$ cat config.mk
export PLATFORM = sky130hd
export DESIGN_NAME = led_three_bit_symbol_packer_flat
export DESIGN_NICKNAME = d
export VERILOG_FILES = /design/src/rtl/led3_pkg.sv /design/src/rtl/led3_intf.sv /design/src/rtl/led3_encoder.sv /design/src/rtl/led3_queue.sv /design/src/rtl/led3_packer.sv /design/src/rtl/led_three_bit_symbol_packer.sv /design/src/flat_wrapper.sv
export SDC_FILE = /design/constraint.sdc
export NUM_CORES = 1
export LEC_CHECK = 0
export BUFFER_PORTS_ARGS = -buffer_cell sky130_fd_sc_hd__buf_4
export CORE_MARGIN = 4
export CORE_UTILIZATION = 55
export CTS_BUF_LIST = sky130_fd_sc_hd__clkbuf_8
export DETAILED_ROUTE_END_ITERATION = 10
export PLACE_DENSITY = 0.73
export SETUP_SLACK_MARGIN = 0.4
export SYNTH_ARGS = -nofsm -noshare
export SYNTH_HDL_FRONTEND = slang
export SYNTH_HIERARCHICAL = 1
export SYNTH_SLANG_ARGS = --single-unit
$ cat constraint.sdc
create_clock -name clock -period 16.28 [get_ports clock]
set_input_delay 0 -clock clock [delete_from_list [all_inputs] [get_ports clock]]
set_output_delay 0 -clock clock [all_outputs]
set_load 0.1 [all_outputs]
$ cat src/rtl/led3_pkg.sv
// Shared constants and types for the LED three-bit symbol packer.
// No dependencies; compiled first.
package led3_pkg;

   localparam int WORD_BITS       = 32;   // serializer word width
   localparam int COLOR_BITS      = 24;   // green:red:blue
   localparam int SYM_BITS        = 3;    // line symbol per color bit
   localparam int LED_SYMBOL_BITS = COLOR_BITS * SYM_BITS;      // 72
   localparam int BUF_BITS        = WORD_BITS + LED_SYMBOL_BITS;
   localparam int FILL_BITS       = $clog2(WORD_BITS);
   localparam int REM_BITS        = $clog2(BUF_BITS);
   localparam int BRIGHT_BITS     = 9;
   localparam int QUEUE_DEPTH     = 2;
   localparam int QPTR_BITS       = $clog2(QUEUE_DEPTH);

   localparam logic [SYM_BITS-1:0]    SYM_ONE    = 3'b110;
   localparam logic [SYM_BITS-1:0]    SYM_ZERO   = 3'b100;
   localparam logic [BRIGHT_BITS-1:0] FULL_SCALE = 9'd256;

   // One encoded LED waiting for the packer.
   typedef struct packed {
      logic [LED_SYMBOL_BITS-1:0] symbols;
      logic                       eof;
   } led_item_type;

   // Packer status for checks at the top level.
   typedef struct packed {
      logic                 active;
      logic                 eof;
      logic [REM_BITS-1:0]  rem;
      logic [FILL_BITS-1:0] fill;
      logic                 flush_step;
   } pack_status_type;

endpackage

$ cat src/rtl/led3_intf.sv
// Valid/ready channel interfaces for the LED three-bit symbol packer.
// Depends on led3_pkg for field widths.
interface led3_req_if;
   logic       valid;
   logic       ready;
   logic [7:0] red;
   logic [7:0] green;
   logic [7:0] blue;
   logic       end_of_frame;
   modport source (output valid, red, green, blue, end_of_frame, input ready);
   modport sink   (input valid, red, green, blue, end_of_frame, output ready);
endinterface

interface led3_rsp_if;
   logic        valid;
   logic        ready;
   logic [31:0] serial_word;
   logic        last_of_item;
   logic        frame_done;
   modport source (output valid, serial_word, last_of_item, frame_done, input ready);
   modport sink   (input valid, serial_word, last_of_item, frame_done, output ready);
endinterface

interface led3_csr_if;
   logic       valid;
   logic       ready;
   logic [led3_pkg::BRIGHT_BITS-1:0] brightness_q8;
   modport source (output valid, brightness_q8, input ready);
   modport sink   (input valid, brightness_q8, output ready);
endinterface

$ cat src/rtl/led3_encoder.sv
// Front end: scales one LED color by brightness and expands it to 72 symbol bits.
// Depends on led3_pkg and led3_req_if.
module led3_encoder (
   led3_req_if.sink                          req_chan,
   input  logic [led3_pkg::BRIGHT_BITS-1:0]  bright,
   output logic                              push_valid,
   input  logic                              push_ready,
   output led3_pkg::led_item_type            push_item
);
   import led3_pkg::*;

   logic [BRIGHT_BITS-1:0] bright_clamped;
   logic [7:0]             red_s;
   logic [7:0]             green_s;
   logic [7:0]             blue_s;
   logic [COLOR_BITS-1:0]  color;

   // (byte * scale) >> 8; scale never above 256, so result fits a byte
   function automatic logic [7:0] scale_byte(input logic [7:0] v,
                                             input logic [BRIGHT_BITS-1:0] s);
      logic [16:0] prod;
      prod = 17'(v) * 17'(s);
      return prod[15:8];
   endfunction

   always_comb begin
      bright_clamped = (bright > FULL_SCALE) ? FULL_SCALE : bright;
      red_s   = scale_byte(req_chan.red,   bright_clamped);
      green_s = scale_byte(req_chan.green, bright_clamped);
      blue_s  = scale_byte(req_chan.blue,  bright_clamped);
      color   = {green_s, red_s, blue_s};
      for (int i = 0; i < COLOR_BITS; i++) begin
         push_item.symbols[i*SYM_BITS +: SYM_BITS] = color[i] ? SYM_ONE : SYM_ZERO;
      end
      push_item.eof = req_chan.end_of_frame;
   end

   assign push_valid     = req_chan.valid;
   assign req_chan.ready = push_ready;

endmodule

$ cat src/rtl/led3_queue.sv
// Small FIFO decoupling the encoder from the packer.
// Depends on led3_pkg.
module led3_queue (
   input  logic                    clock,
   input  logic                    reset,
   input  logic                    push_valid,
   output logic                    push_ready,
   input  led3_pkg::led_item_type  push_item,
   output logic                    pop_valid,
   input  logic                    pop_ready,
   output led3_pkg::led_item_type  pop_item
);
   import led3_pkg::*;

   led_item_type         mem_ff [QUEUE_DEPTH];
   logic [QPTR_BITS:0]   wr_ptr_ff;
   logic [QPTR_BITS:0]   rd_ptr_ff;
   logic                 do_push;
   logic                 do_pop;

   assign pop_valid  = (wr_ptr_ff != rd_ptr_ff);
   assign push_ready = !((wr_ptr_ff[QPTR_BITS] != rd_ptr_ff[QPTR_BITS]) &&
                         (wr_ptr_ff[QPTR_BITS-1:0] == rd_ptr_ff[QPTR_BITS-1:0]));
   assign do_push    = push_valid && push_ready;
   assign do_pop     = pop_valid && pop_ready;
   assign pop_item   = mem_ff[rd_ptr_ff[QPTR_BITS-1:0]];

   always_ff @(posedge clock) begin
      if (reset) begin
         wr_ptr_ff <= '0;
         rd_ptr_ff <= '0;
      end else begin
         if (do_push) wr_ptr_ff <= wr_ptr_ff + 1'b1;
         if (do_pop)  rd_ptr_ff <= rd_ptr_ff + 1'b1;
      end
   end

   always_ff @(posedge clock) begin
      if (do_push) mem_ff[wr_ptr_ff[QPTR_BITS-1:0]] <= push_item;
   end

endmodule

$ cat src/rtl/led3_packer.sv
// Back end: packs symbol bits into 32-bit words, one word per cycle unless rsp_chan stalls, with flush.
// Depends on led3_pkg and led3_rsp_if.
module led3_packer (
   input  logic                      clock,
   input  logic                      reset,
   input  logic                      pop_valid,
   output logic                      pop_ready,
   input  led3_pkg::led_item_type    pop_item,
   led3_rsp_if.source                rsp_chan,
   output led3_pkg::pack_status_type status
);
   import led3_pkg::*;

   // control
   logic                  active_ff;
   logic                  rsp_valid_ff;
   logic [WORD_BITS-1:0]  part_ff;      // pending bits, left aligned, zero below
   logic [FILL_BITS-1:0]  fill_ff;
   // payload
   logic [BUF_BITS-1:0]   buf_ff;       // bits of current item, left aligned
   logic [REM_BITS-1:0]   rem_ff;
   logic                  eof_ff;
   logic [WORD_BITS-1:0]  word_ff;
   logic                  last_ff;
   logic                  done_ff;

   logic                  out_free;
   logic                  step;
   logic                  rem_ge;
   logic [REM_BITS-1:0]   rem_after;
   logic [BUF_BITS-1:0]   buf_shift;
   logic                  word_last;
   logic                  finish;
   logic [WORD_BITS-1:0]  part_in;
   logic [FILL_BITS-1:0]  fill_in;
   logic                  load;
   logic [BUF_BITS-1:0]   buf_in;
   logic [REM_BITS-1:0]   rem_in;

   always_comb begin
      out_free  = !rsp_valid_ff || rsp_chan.ready;
      step      = active_ff && out_free;
      rem_ge    = (rem_ff >= REM_BITS'(WORD_BITS));
      rem_after = rem_ge ? (rem_ff - REM_BITS'(WORD_BITS)) : '0;
      buf_shift = buf_ff << WORD_BITS;
      // a short remainder only survives when it is a flush pad
      word_last = !rem_ge ||
                  ((rem_after < REM_BITS'(WORD_BITS)) && !(eof_ff && (rem_after != '0)));
      finish    = step && word_last;

      part_in = part_ff;
      fill_in = fill_ff;
      if (finish) begin
         part_in = eof_ff ? '0 : buf_shift[BUF_BITS-1 -: WORD_BITS];
         fill_in = eof_ff ? '0 : rem_after[FILL_BITS-1:0];
      end

      load   = (!active_ff || finish) && pop_valid;
      buf_in = buf_shift;
      rem_in = rem_after;
      if (load) begin
         buf_in = {part_in, {LED_SYMBOL_BITS{1'b0}}} |
                  ({pop_item.symbols, {WORD_BITS{1'b0}}} >> fill_in);
         rem_in = REM_BITS'(fill_in) + REM_BITS'(LED_SYMBOL_BITS);
      end
   end

   assign pop_ready = load;

   always_ff @(posedge clock) begin
      if (reset) begin
         active_ff    <= 1'b0;
         rsp_valid_ff <= 1'b0;
         part_ff      <= '0;
         fill_ff      <= '0;
      end else begin
         part_ff <= part_in;
         fill_ff <= fill_in;
         if (load)        active_ff <= 1'b1;
         else if (finish) active_ff <= 1'b0;
         if (step)                rsp_valid_ff <= 1'b1;
         else if (rsp_chan.ready) rsp_valid_ff <= 1'b0;
      end
   end

   always_ff @(posedge clock) begin
      if (load || step) begin
         buf_ff <= buf_in;
         rem_ff <= rem_in;
      end
      if (load) eof_ff <= pop_item.eof;
      if (step) begin
         word_ff <= buf_ff[BUF_BITS-1 -: WORD_BITS];
         last_ff <= word_last;
         done_ff <= word_last && eof_ff;
      end
   end

   assign rsp_chan.valid        = rsp_valid_ff;
   assign rsp_chan.serial_word  = word_ff;
   assign rsp_chan.last_of_item = last_ff;
   assign rsp_chan.frame_done   = done_ff;

   assign status.active     = active_ff;
   assign status.eof        = eof_ff;
   assign status.rem        = rem_ff;
   assign status.fill       = fill_ff;
   assign status.flush_step = finish && eof_ff;

endmodule

$ cat src/rtl/led_three_bit_symbol_packer.sv
// Top level of the LED three-bit symbol packer.
// Depends on led3_pkg, led3_intf, led3_encoder, led3_queue, led3_packer.
//
// Usage:
//   req_chan  - one LED per transaction: red, green, blue bytes and
//               end_of_frame. Accepted when valid and ready are high.
//   rsp_chan  - one 32-bit serializer word per transaction, first line
//               bit in bit 31. last_of_item marks the final word of an
//               LED; frame_done marks the word that closes a frame.
//   csr_chan  - writes brightness_q8 (Q1.8, 256 = full, higher clamps).
//               Always ready. Write only while the block is idle.
// Each LED becomes 72 line bits (110 = one, 100 = zero, GRB, MSB first),
// packed across LED boundaries. end_of_frame zero-pads and emits any
// partial word and restarts packing at bit 31.
// When the queue is empty, the first word of an LED passes the queue
// write at acceptance, the packer load and the output register.
// The packer emits one word per cycle while rsp_chan is ready; the
// 2-entry queue keeps the front taking LEDs while the packer works.
// Reset: packing phase cleared, queue empty, brightness set to 256.
// Stall on rsp_chan: output word holds, packer stops, queue fills and
// then req_chan.ready drops.
module led_three_bit_symbol_packer (
   input  logic         clock,
   input  logic         reset,
   led3_req_if.sink     req_chan,
   led3_rsp_if.source   rsp_chan,
   led3_csr_if.sink     csr_chan
);
   import led3_pkg::*;

   logic [BRIGHT_BITS-1:0] brightness_ff;
   logic                   push_valid;
   logic                   push_ready;
   led_item_type           push_item;
   logic                   pop_valid;
   logic                   pop_ready;
   led_item_type           pop_item;
   pack_status_type        pack_status;

   // brightness register; the port never stalls
   assign csr_chan.ready = 1'b1;

   always_ff @(posedge clock) begin
      if (reset) begin
         brightness_ff <= FULL_SCALE;
      end else if (csr_chan.valid) begin
         brightness_ff <= csr_chan.brightness_q8;
      end
   end

   // front: scale and expand to symbols
   led3_encoder u_encoder (
      .req_chan   (req_chan),
      .bright     (brightness_ff),
      .push_valid (push_valid),
      .push_ready (push_ready),
      .push_item  (push_item)
   );

   // decoupling queue
   led3_queue u_queue (
      .clock      (clock),
      .reset      (reset),
      .push_valid (push_valid),
      .push_ready (push_ready),
      .push_item  (push_item),
      .pop_valid  (pop_valid),
      .pop_ready  (pop_ready),
      .pop_item   (pop_item)
   );

   // back: word packing and output register
   led3_packer u_packer (
      .clock     (clock),
      .reset     (reset),
      .pop_valid (pop_valid),
      .pop_ready (pop_ready),
      .pop_item  (pop_item),
      .rsp_chan  (rsp_chan),
      .status    (pack_status)
   );

   // a frame-closing word always ends its LED
   a_done_is_last: assert property (@(posedge clock) disable iff (reset)
      rsp_chan.valid && rsp_chan.frame_done |-> rsp_chan.last_of_item)
      else $error("frame_done without last_of_item");

   // a flush leaves the packing phase at zero
   a_flush_clears: assert property (@(posedge clock) disable iff (reset)
      pack_status.flush_step |=> (pack_status.fill == '0))
      else $error("fill not cleared after flush");

   // less than a word left in an active item only as a flush pad
   a_short_rem: assert property (@(posedge clock) disable iff (reset)
      pack_status.active && (pack_status.rem < REM_BITS'(WORD_BITS))
      |-> pack_status.eof && (pack_status.rem != '0))
      else $error("short remainder outside a flush");

endmodule
$ cat src/flat_wrapper.sv
// flat-port wrapper written by rule: the top's interface ports become plain ports
module led_three_bit_symbol_packer_flat import led3_pkg::*;
  (clock, reset, req_chan_valid, req_chan_red, req_chan_green, req_chan_blue, req_chan_end_of_frame, req_chan_ready, rsp_chan_valid, rsp_chan_serial_word, rsp_chan_last_of_item, rsp_chan_frame_done, rsp_chan_ready, csr_chan_valid, csr_chan_brightness_q8, csr_chan_ready);
  led3_req_if req_chan_i ();
  led3_rsp_if rsp_chan_i ();
  led3_csr_if csr_chan_i ();
  input  logic clock;
  input  logic reset;
  input wire logic [$bits(req_chan_i.valid)-1:0] req_chan_valid;
  input wire logic [$bits(req_chan_i.red)-1:0] req_chan_red;
  input wire logic [$bits(req_chan_i.green)-1:0] req_chan_green;
  input wire logic [$bits(req_chan_i.blue)-1:0] req_chan_blue;
  input wire logic [$bits(req_chan_i.end_of_frame)-1:0] req_chan_end_of_frame;
  output wire logic [$bits(req_chan_i.ready)-1:0] req_chan_ready;
  output wire logic [$bits(rsp_chan_i.valid)-1:0] rsp_chan_valid;
  output wire logic [$bits(rsp_chan_i.serial_word)-1:0] rsp_chan_serial_word;
  output wire logic [$bits(rsp_chan_i.last_of_item)-1:0] rsp_chan_last_of_item;
  output wire logic [$bits(rsp_chan_i.frame_done)-1:0] rsp_chan_frame_done;
  input wire logic [$bits(rsp_chan_i.ready)-1:0] rsp_chan_ready;
  input wire logic [$bits(csr_chan_i.valid)-1:0] csr_chan_valid;
  input wire logic [$bits(csr_chan_i.brightness_q8)-1:0] csr_chan_brightness_q8;
  output wire logic [$bits(csr_chan_i.ready)-1:0] csr_chan_ready;
  assign req_chan_i.valid = req_chan_valid;
  assign req_chan_i.red = req_chan_red;
  assign req_chan_i.green = req_chan_green;
  assign req_chan_i.blue = req_chan_blue;
  assign req_chan_i.end_of_frame = req_chan_end_of_frame;
  assign req_chan_ready = req_chan_i.ready;
  assign rsp_chan_valid = rsp_chan_i.valid;
  assign rsp_chan_serial_word = rsp_chan_i.serial_word;
  assign rsp_chan_last_of_item = rsp_chan_i.last_of_item;
  assign rsp_chan_frame_done = rsp_chan_i.frame_done;
  assign rsp_chan_i.ready = rsp_chan_ready;
  assign csr_chan_i.valid = csr_chan_valid;
  assign csr_chan_i.brightness_q8 = csr_chan_brightness_q8;
  assign csr_chan_ready = csr_chan_i.ready;
  led_three_bit_symbol_packer u_core (.clock(clock), .reset(reset), .req_chan(req_chan_i), .rsp_chan(rsp_chan_i), .csr_chan(csr_chan_i));
endmodule
=== Word level (Yosys, flattened, before mapping) ===
Memories as Yosys holds them, arrays and structs flattened. A register that Yosys moved wholly into a read port is not among the register bits.
Cells that the tools add are included.
W data, S select, Z words.

* Register bits: 198
* Bits in latches: 0
* RAM bits: 98
* Bits in read-only memories: 0
* Bits of input ports: 39
* Memories kept: 1

{| class="wikitable"
|+ Memories
! memory !! depth !! width !! rd ports !! clocked after memory_dff !! wr ports !! line !! RTL
|-
| u_core.u_queue.mem_ff || 2 || 49 || 1 || 1 || 1 || led3_queue.sv:15 || <nowiki>led_item_type mem_ff [QUEUE_DEPTH];</nowiki>
|}

* $add $sub $neg: 4
* $mul: 3
* Divide/modulo/power cells: 0
* $lt $le $gt $ge: 3
* Equality and inequality tests: 3
* Shift-type cells: 1
* Multiplexer cells: 40
* Bitwise gates (word level): 1
* Reductions and logical operators: 21

{| class="wikitable"
|+ Operators with widths
! operator !! number
|-
| $mux W104 || 1
|-
| $or A104 B104 Y104 || 1
|-
| $shr A104 B5 Y104 || 1
|-
| $mux W32 || 2
|-
| $mul A8 B9 Y16 || 3
|-
| $mux W2 || 24
|-
| $mux W7 || 2
|-
| $mux W5 || 2
|-
| $gt A9 B9 Y1 const B || 1
|-
| $logic_and A1 B1 Y1 || 9
|-
| $mux W9 || 1
|-
| $mux W1 || 8
|-
| $add A5 B7 Y7 const B || 1
|-
| $ge A7 B6 Y1 const B || 1
|-
| $lt A7 B6 Y1 const B || 1
|-
| $reduce_bool A7 Y1 || 1
|-
| $sub A7 B6 Y7 const B || 1
|-
| $logic_not A1 Y1 || 5
|-
| $add A2 B1 Y2 const B || 2
|-
| $logic_or A1 B1 Y1 || 4
|-
| $reduce_bool A2 Y1 || 2
|-
| $ne A2 B2 Y1 || 1
|-
| $eq A1 B1 Y1 || 1
|-
| $ne A1 B1 Y1 || 1
|}

=== Longest topological paths before layout ===
Gate-level depths: netlist of run 1.

* Depth in word-level cells: 13
* Gate-level depth with buffers: 19

=== Cells and area by module ===
The synthesis of run 1 kept the hierarchy.

{| class="wikitable"
|+ Modules (own cells, without submodules)
! module !! instances !! cells an instance !! area each (µm²) !! sequential area each (µm²)
|-
| led3_packer || 1 || 1349 || 11432.2 || 5134.9
|-
| led3_encoder || 1 || 842 || 7015.5 || 0.0
|-
| led3_queue || 1 || 260 || 5530.3 || 4484.3
|-
| led_three_bit_symbol_packer || 1 || 31 || 335.3 || 180.2
|}

=== Worst setup path before layout of run 1 ===
No wires, ideal clock.

* Path kind: register to register
* From: reg u_core.u_packer.rsp_valid_ff, in the netlist u_core/u_packer/rsp_chan.valid
* To: reg u_core.u_packer.buf_ff[100], enable pin
* Setup time: 1.004 ns
* Arrival: 4.299 ns
* Required time: 15.276 ns
* Setup slack: 10.977 ns
* Cell stages (with the launch flop): 11
* Period minus slack after synthesis: 5.303 ns
* Path through: dfxtp_1 nand2b_1 o311ai_4 or2_1 buf_4 buf_2 nand2_1 nand2_1 buf_2 buf_1 nand2b_1

* Word-level cells in the longest chain between the ends: 7

{| class="wikitable"
|+ RTL lines
! element !! line !! RTL
|-
| from (decl) || led3_packer.sv:16 || <nowiki>logic rsp_valid_ff;</nowiki>
|-
| from (signal assigned) || led3_packer.sv:73 || <nowiki>rsp_valid_ff <= 1'b0;</nowiki>
|-
| from (signal assigned) || led3_packer.sv:81 || <nowiki>if (step) rsp_valid_ff <= 1'b1;</nowiki>
|-
| from (signal assigned) || led3_packer.sv:82 || <nowiki>else if (rsp_chan.ready) rsp_valid_ff <= 1'b0;</nowiki>
|-
| $logic_not A1 Y1 (*) || led3_packer.sv:41 || <nowiki>out_free = !rsp_valid_ff || rsp_chan.ready;</nowiki>
|-
| $logic_or A1 B1 Y1 (*) || led3_packer.sv:41 ||
|-
| $logic_and A1 B1 Y1 (*) || led3_packer.sv:42 || <nowiki>step = active_ff && out_free;</nowiki>
|-
| $logic_and A1 B1 Y1 || led3_packer.sv:49 || <nowiki>finish = step && word_last;</nowiki>
|-
| $logic_or A1 B1 Y1 || led3_packer.sv:58 || <nowiki>load = (!active_ff || finish) && pop_valid;</nowiki>
|-
| $logic_and A1 B1 Y1 || led3_packer.sv:58 ||
|-
| $logic_or A1 B1 Y1 (*) || led3_packer.sv:87 || <nowiki>if (load || step) begin</nowiki>
|-
| to (signal assigned) || led3_packer.sv:88 || <nowiki>buf_ff <= buf_in;</nowiki>
|-
| to (decl) || led3_packer.sv:20 || <nowiki>logic [BUF_BITS-1:0] buf_ff;</nowiki>
|}

Mark *: on every way between the ends. The rest lies on a longest branch, timed or not.
A chain may end at the register's enable or synchronous reset.

=== Worst setup path after layout of run 1 ===
* From: reg u_core.u_packer.rem_ff[5]
* To: reg u_core.u_packer.buf_ff[85], data pin

* Word-level cells in the longest chain between the ends: 12
* Elaborated cells on any way between the ends: 19

{| class="wikitable"
|+ RTL lines
! element !! line !! RTL
|-
| from (decl) || led3_packer.sv:21 || <nowiki>logic [REM_BITS-1:0] rem_ff;</nowiki>
|-
| from (signal assigned) || led3_packer.sv:89 || <nowiki>rem_ff <= rem_in;</nowiki>
|-
| branches (longest 11 deep; another with $sub A7 B6 Y7) || - ||
|-
| $mux W104 (*) || led3_packer.sv:61 || <nowiki>if (load) begin</nowiki>
|-
| via u_core.u_packer.buf_in[85] || led3_packer.sv:37 || <nowiki>logic [BUF_BITS-1:0] buf_in;</nowiki>
|}

Mark *: on every way through the listed nets, which the timed path passes.

==> results of run 1 <==
## critical path: stages, from the launching register on
cell and delay, ps:
edfxtp_1 460, inv_1 90, ha_1 390, and3b_1 220
a211oi_2 510, nor2_2 350, nand3_1 180, and2_1 140
buf_4 390, clkinv_1 830, nand2_1 1070, nor3_1 100
a221oi_1 240, o21ai_0 150
## final cells by class
class,instances,area [um^2]
flip-flops and latches,344,9800
fillers,3646,16900
multi-input cells,1785,13000
repair buffers,137,1110
clock buffers,66,908
inverters,188,706
clock inverters,40,244
diodes,1,2.50
well taps,585,732
## cell usage in the layout (no fill, tap or decap), drive strengths merged, types with 7 or more instances in the layout
cell / instances
buf: 105
nor3: 9
ha: 98
mux2: 83
nand3: 391
edfxtp: 291
nor2b: 12
dfxtp: 53
conb: 49
o21ai: 126
xnor2: 24
dlygate4sd3: 32
fa: 120
a21o: 10
nor2: 95
a22o: 8
a21boi: 11
inv: 207
nand2: 196
xor2: 10
a22oi: 9
o211ai: 49
a31oi: 11
and2: 165
a211oi: 20
and3: 49
a211o: 7
mux2i: 17
a21oi: 106
clkinv: 16
o21a: 9
nand2b: 8
nand4: 11
clkbuf: 66
## stage by stage
stage | util | hold WS, ps
CTS | 0.611 | 12.4
detailed placement | 0.577 | 192
global placement | 0.577 | 191
finish | 0.611 | 55.3
global route | 0.611 | 50.0
floorplan | - | 67.9
## flip-flops by register name, indices dropped and copies added (netlist names), named ones only
register                               cells
u_core/brightness_ff                       9
u_core/u_packer/active_ff                  1
u_core/u_packer/buf_ff                   103
u_core/u_packer/eof_ff                     1
u_core/u_packer/fill_ff                    5
u_core/u_packer/part_ff                   32
u_core/u_packer/rem_ff                     7
u_core/u_packer/rsp_chan.frame_done        1
u_core/u_packer/rsp_chan.last_of_item      1
u_core/u_packer/rsp_chan.serial_word      32
u_core/u_packer/rsp_chan.valid             1
u_core/u_queue/mem_ff                    146
u_core/u_queue/rd_ptr_ff                   2
u_core/u_queue/wr_ptr_ff                   2
## worst max path at each step
stage,startpoint,end,slack (ps),cells past startpoint
3_3_place_gp,u_core/brightness_ff[8]$_SDFFE_PP1P_,u_core/u_queue/mem_ff[0][71]$_DFFE_PP_,11040,16
5_1_grt,u_core/brightness_ff[8]$_SDFFE_PP1P_,u_core/u_queue/mem_ff[0][71]$_DFFE_PP_,10600,16
2_1_floorplan,u_core/u_packer/rsp_chan.valid$_SDFFE_PP0P_,u_core/u_packer/buf_ff[100]$_DFFE_PP_,10980,10
4_1_cts,u_core/brightness_ff[8]$_SDFFE_PP1P_,u_core/u_queue/mem_ff[0][71]$_DFFE_PP_,10900,16
3_5_place_dp,u_core/brightness_ff[8]$_SDFFE_PP1P_,u_core/u_queue/mem_ff[0][71]$_DFFE_PP_,10940,16
6_report,u_core/u_packer/rem_ff[5]$_DFFE_PP_,u_core/u_packer/buf_ff[85]$_DFFE_PP_,10860,13
## layer usage
metal	vias to the layer above	global-route usage	share of wire
met5	-	0	0
met4	0	0.102	0.040
met3	162	0.0416	0.081
met2	880	0.420	0.47
met1	9144	0.349	0.41
li1	8763	-	-
## report_power, final
group	internal, mW	switching (mW)	leakage (nW)
registers	1.35	0.0971	3.24
clock network	0.404	0.355	0.655
logic	0.552	1.36	7.21
total	2.30	1.81	11.1
## timing repair
| action | 4_1_cts | 5_1_grt |
|---|---|---|
| hold endpoints to repair | 55 | 0 |
| hold buffers | 32 | 0 |
| setup buffers | 0 | 0 |
==> out/qor.yml, run 1 <==
outcome:
  status: "complete, no violations"
placement:
  place.gp.congestion: 0.942
  portBuffers: 74
  hpwl_um: 42500
  place_ws_ps: 10940
  place_area_mm2: 0.0250
  placed_cells: 3007
sta:
  worst_pin_slew_ps: 1140
  finClkSkew_ps: 40.0
  rsz0062_at_grt: "false"
  layout_min_cycle_time_ps: 5420
  max-slew-margin-rel: 0.239
  fin_ws_ps: 10860
  min_period_over_period: 0.333
  setup_viol_count_final: 0
  fin_tns_setup_ps: 0
  report.final.hold_viol_count: 0
  slew_violations: 0
  fmax_mhz: 184
global_route:
  first_global_vias: 18900
  gr-total-overflow: 0
  grt_max_degree: 88
  antenna_found_initial: 1
  grt_pass1_wl_um: 99400
  grt_use_total: 0.258
cells_and_area:
  fin_area_mm2: 0.0265
  layout.nets: 2769
  layout-drive-gt1-share: 0.124
  areaGrowthSynthToFinish_pct: 9.05
  fin_cells: 3146
detailed_routing:
  vias: 18900
  ant_nets: 0
  wl_per_cell_um: 19.3
  vias_per_cell: 6.02
  routed_wl_um: 60800
  drt_iter0_markers: 2073
  firstDrtPassIters: 9
  drc_errors: 0
die:
  die_h_um: 218
  coreArea_mm2: 0.0434
  die_w_um: 218
  rows: 76
  pin_count: 76
  initial_core_util: 0.560
  die-area_mm2: 0.0476
clock_tree:
  path_clk_slew_ps: 70
  cts-root-buf: "clkbuf_8"
  cts_made_buffers: 56
  cts_tree: "built"
  clock_latency_ps: 660
  cts_sinks: 344
  cts_max_level: 2
  cts_buffer_depth: 3
  cts_resized: 0
power:
  leakagePower_nw: 11.1
  finalPower_mw: 4.11
  powerDensity_mw_per_mm2: 155
  ir_drop_uv: 111
setup_path:
  endpoint_kind: "flop"
  reg2regPathDepth: 13
  timing.rr.start: "u_core/u_packer/rem_ff[5]$_DFFE_PP_"
  r2r_end: "u_core/u_packer/buf_ff[85]$_DFFE_PP_"
  crit_fanout: 39
  critPathLaunchType: "flop"
  r2r_slack_ps: 10860
  arrival_ps: 5790
  critical_path_class: "reg -> reg"
  required_ps: 16650
synthesis:
  syn_area_mm2: 0.0243
  yosys_warnings: 6
  syn-instance-count: 2479
  syn_avg_cell_area_um2: 9.80
min_path:
  hold_depth: 4
  min_to: "u_core/u_queue/mem_ff[1][23]$_DFFE_PP_"
  min_from: "req_chan_blue[7]"
  hp-class: "in -> reg"
run:
  maxCapViolations: 0
Power figures use the tool's default switching activity.
==> run 2: changes to the inputs <==
==> constraint.sdc (replaced) <==
create_clock -name clock -period 5.05 [get_ports clock]
set_input_delay 0 -clock clock [delete_from_list [all_inputs] [get_ports clock]]
set_output_delay 0 -clock clock [all_outputs]
set_load 0.1 [all_outputs]
==> run 2 against run 1 <==
Effect of this change: wire length is 6.0% higher; first-iteration DRC count is 10% higher; utilization is 2.4 points higher.
==> out/qor.yml, run 2 (synthesis gave the netlist of run 1 again) <==
outcome:
  status: "complete, no violations"
die:
  die-area_mm2: 0.0476
  die_h_um: 218
  pin_count: 76
  die_w_um: 218
  coreArea_mm2: 0.0434
  rows: 76
  initial_core_util: 0.560
sta:
  fin_tns_setup_ps: 0
  slew_violations: 0
  report.final.hold_viol_count: 0
  fmax_mhz: 217
  worst_pin_slew_ps: 1230
  layout_min_cycle_time_ps: 4600
  finClkSkew_ps: 60.3
  rsz0062_at_grt: "true"
  min_period_over_period: 0.911
  max-slew-margin-rel: 0.180
  setup_viol_count_final: 0
  fin_ws_ps: 450
setup_path:
  r2r_end: "u_core/u_queue/mem_ff[1][71]$_DFFE_PP_"
  crit_top_cell: "fa_1"
  crit_fanout: 6
  slowest_delay_ps: 520
  cp_slowest_cell: "fa_1"
  arrival_ps: 4970
  r2r_slack_ps: 450
  critPathLaunchType: "flop"
  cp_num_buf_inv: 5
  reg2regPathDepth: 18
  path_cells: "buf_6 -> nor2b_4 -> buf_6 -> nand2_1 -> fa_1 -> inv_1 -> fa_1 -> fa_1 -> inv_1 -> fa_1 -> inv_1 -> ha_4 -> a21oi_4 -> o221ai_2 -> o211a_1 -> o31a_1 -> nor2_2 -> xnor2_2"
  cp_top_family: "adder cells"
  critical_path_class: "reg -> reg"
  required_ps: 5420
  timing.rr.start: "u_core/brightness_ff[8]$_SDFFE_PP1P_"
  endpoint_kind: "flop"
cells_and_area:
  fin_cells: 3202
  layout_commonest_cell: "nand3_1"
  layout.nets: 2830
  utilization: 0.635
  layout-drive-gt1-share: 0.170
  antenna_cells: 0
  areaGrowthSynthToFinish_pct: 13.3
  mostFrequentLayoutCells: "nand3_1, edfxtp_1, inv_1, nand2_1, and2_1"
  largest_reg_flops: 146
detailed_routing:
  drc_errors: 0
  wl_per_cell_um: 20.2
  ant_nets: 0
  routed_wl_um: 64500
  drt_iter0_markers: 2285
  vias_per_cell: 6.03
  firstDrtPassIters: 6
  vias: 19300
clock_tree:
  cts_sinks: 344
  cts_max_level: 2
  cts-root-buf: "clkbuf_8"
  path_clk_slew_ps: 60
  cts_tree: "built"
  cts_made_buffers: 56
  cts_buffer_depth: 3
  clock_latency_ps: 670
min_path:
  min_to: "u_core/u_queue/mem_ff[0][71]$_DFFE_PP_"
  hold_depth: 4
  min_from: "req_chan_green[7]"
  hp-class: "in -> reg"
power:
  finalPower_mw: 13.4
  leakagePower_nw: 11.5
  powerDensity_mw_per_mm2: 488
  ir_drop_uv: 767
run:
  maxCapViolations: 0
placement:
  placed_cells: 3037
  hpwl_um: 44800
  place.gp.congestion: 0.963
  place_ws_ps: 133
  portBuffers: 74
global_route:
  grt_max_degree: 88
  antenna_found_initial: 1
  gr-total-overflow: 0
  grt_use_total: 0.266
  first_global_vias: 19100
  grt_pass1_wl_um: 102000
run 2: cell types whose count changed in the layout (fill, tap and decap cells not counted), sizes merged, moves of 6 or more:
cell	delta
buf	+58
clkbuf	-6
clkinv	+13
inv	-8
run 2: metal layers:
metal,wire (um),GRT usage,vias to the layer above
li1,-,-,8905
met1,27300,0.376,9373
met2,30600,0.437,908
met3,4930,0.0342,128
met4,1710,0.0706,2
met5,13,0,-
run 2: timing repair:
item	in CTS	in global routing
endpoints found under the hold margin	100	0
buffers inserted	4	24
hold buffers	31	0
gates resized for setup	26	74
setup endpoints to repair	26	32
pin swaps	3	50
gates cloned	2	2
run 2: worst max path at each step:
| stage | start | endpoint | cells past startpoint | slack, ps |
|---|---|---|---|---|
| 4_1_cts | u_core/brightness_ff[8]$_SDFFE_PP1P_ | u_core/u_queue/mem_ff[1][71]$_DFFE_PP_ | 17 | 390 |
| 2_1_floorplan | u_core/brightness_ff[8]$_SDFFE_PP1P_ | u_core/u_queue/mem_ff[0][71]$_DFFE_PP_ | 18 | 410 |
| 5_1_grt | u_core/brightness_ff[4]$_SDFFE_PP0P_ | u_core/u_queue/mem_ff[1][71]$_DFFE_PP_ | 17 | 300 |
| 3_5_place_dp | u_core/brightness_ff[8]$_SDFFE_PP1P_ | u_core/u_queue/mem_ff[1][71]$_DFFE_PP_ | 17 | 130 |
| 3_3_place_gp | u_core/brightness_ff[8]$_SDFFE_PP1P_ | u_core/u_queue/mem_ff[0][71]$_DFFE_PP_ | 18 | 360 |
| 6_report | u_core/brightness_ff[8]$_SDFFE_PP1P_ | u_core/u_queue/mem_ff[1][71]$_DFFE_PP_ | 18 | 450 |
run 2: worst min-delay path, stage by stage:
cell,delay [ps]
buf_4,150
nand2_1,90
xnor2_1,120
xnor2_2,180
run 2: layout make-up:
class	instances	area [um^2]
fillers	3505	15800
multi-input cells	1785	13400
flip-flops and latches	344	9810
repair buffers	198	1820
clock buffers	56	771
well taps	585	732
inverters	188	706
clock inverters	46	294
run 2: report_power, final:
part	switching [mW]	internal (mW)
Clock	1.17	1.16
Sequential	0.334	4.33
Combinational	4.47	1.96
Total	5.98	7.46
run 2: metrics by stage:
stage / cell area [um^2] / hold slack, ps
after floorplan: 24500 / 67.9
after global placement: 25400 / 190
after detailed placement: 25400 / 193
after CTS: 26900 / 0.786
after global routing: 27500 / 36.7
final: 27500 / 14.5
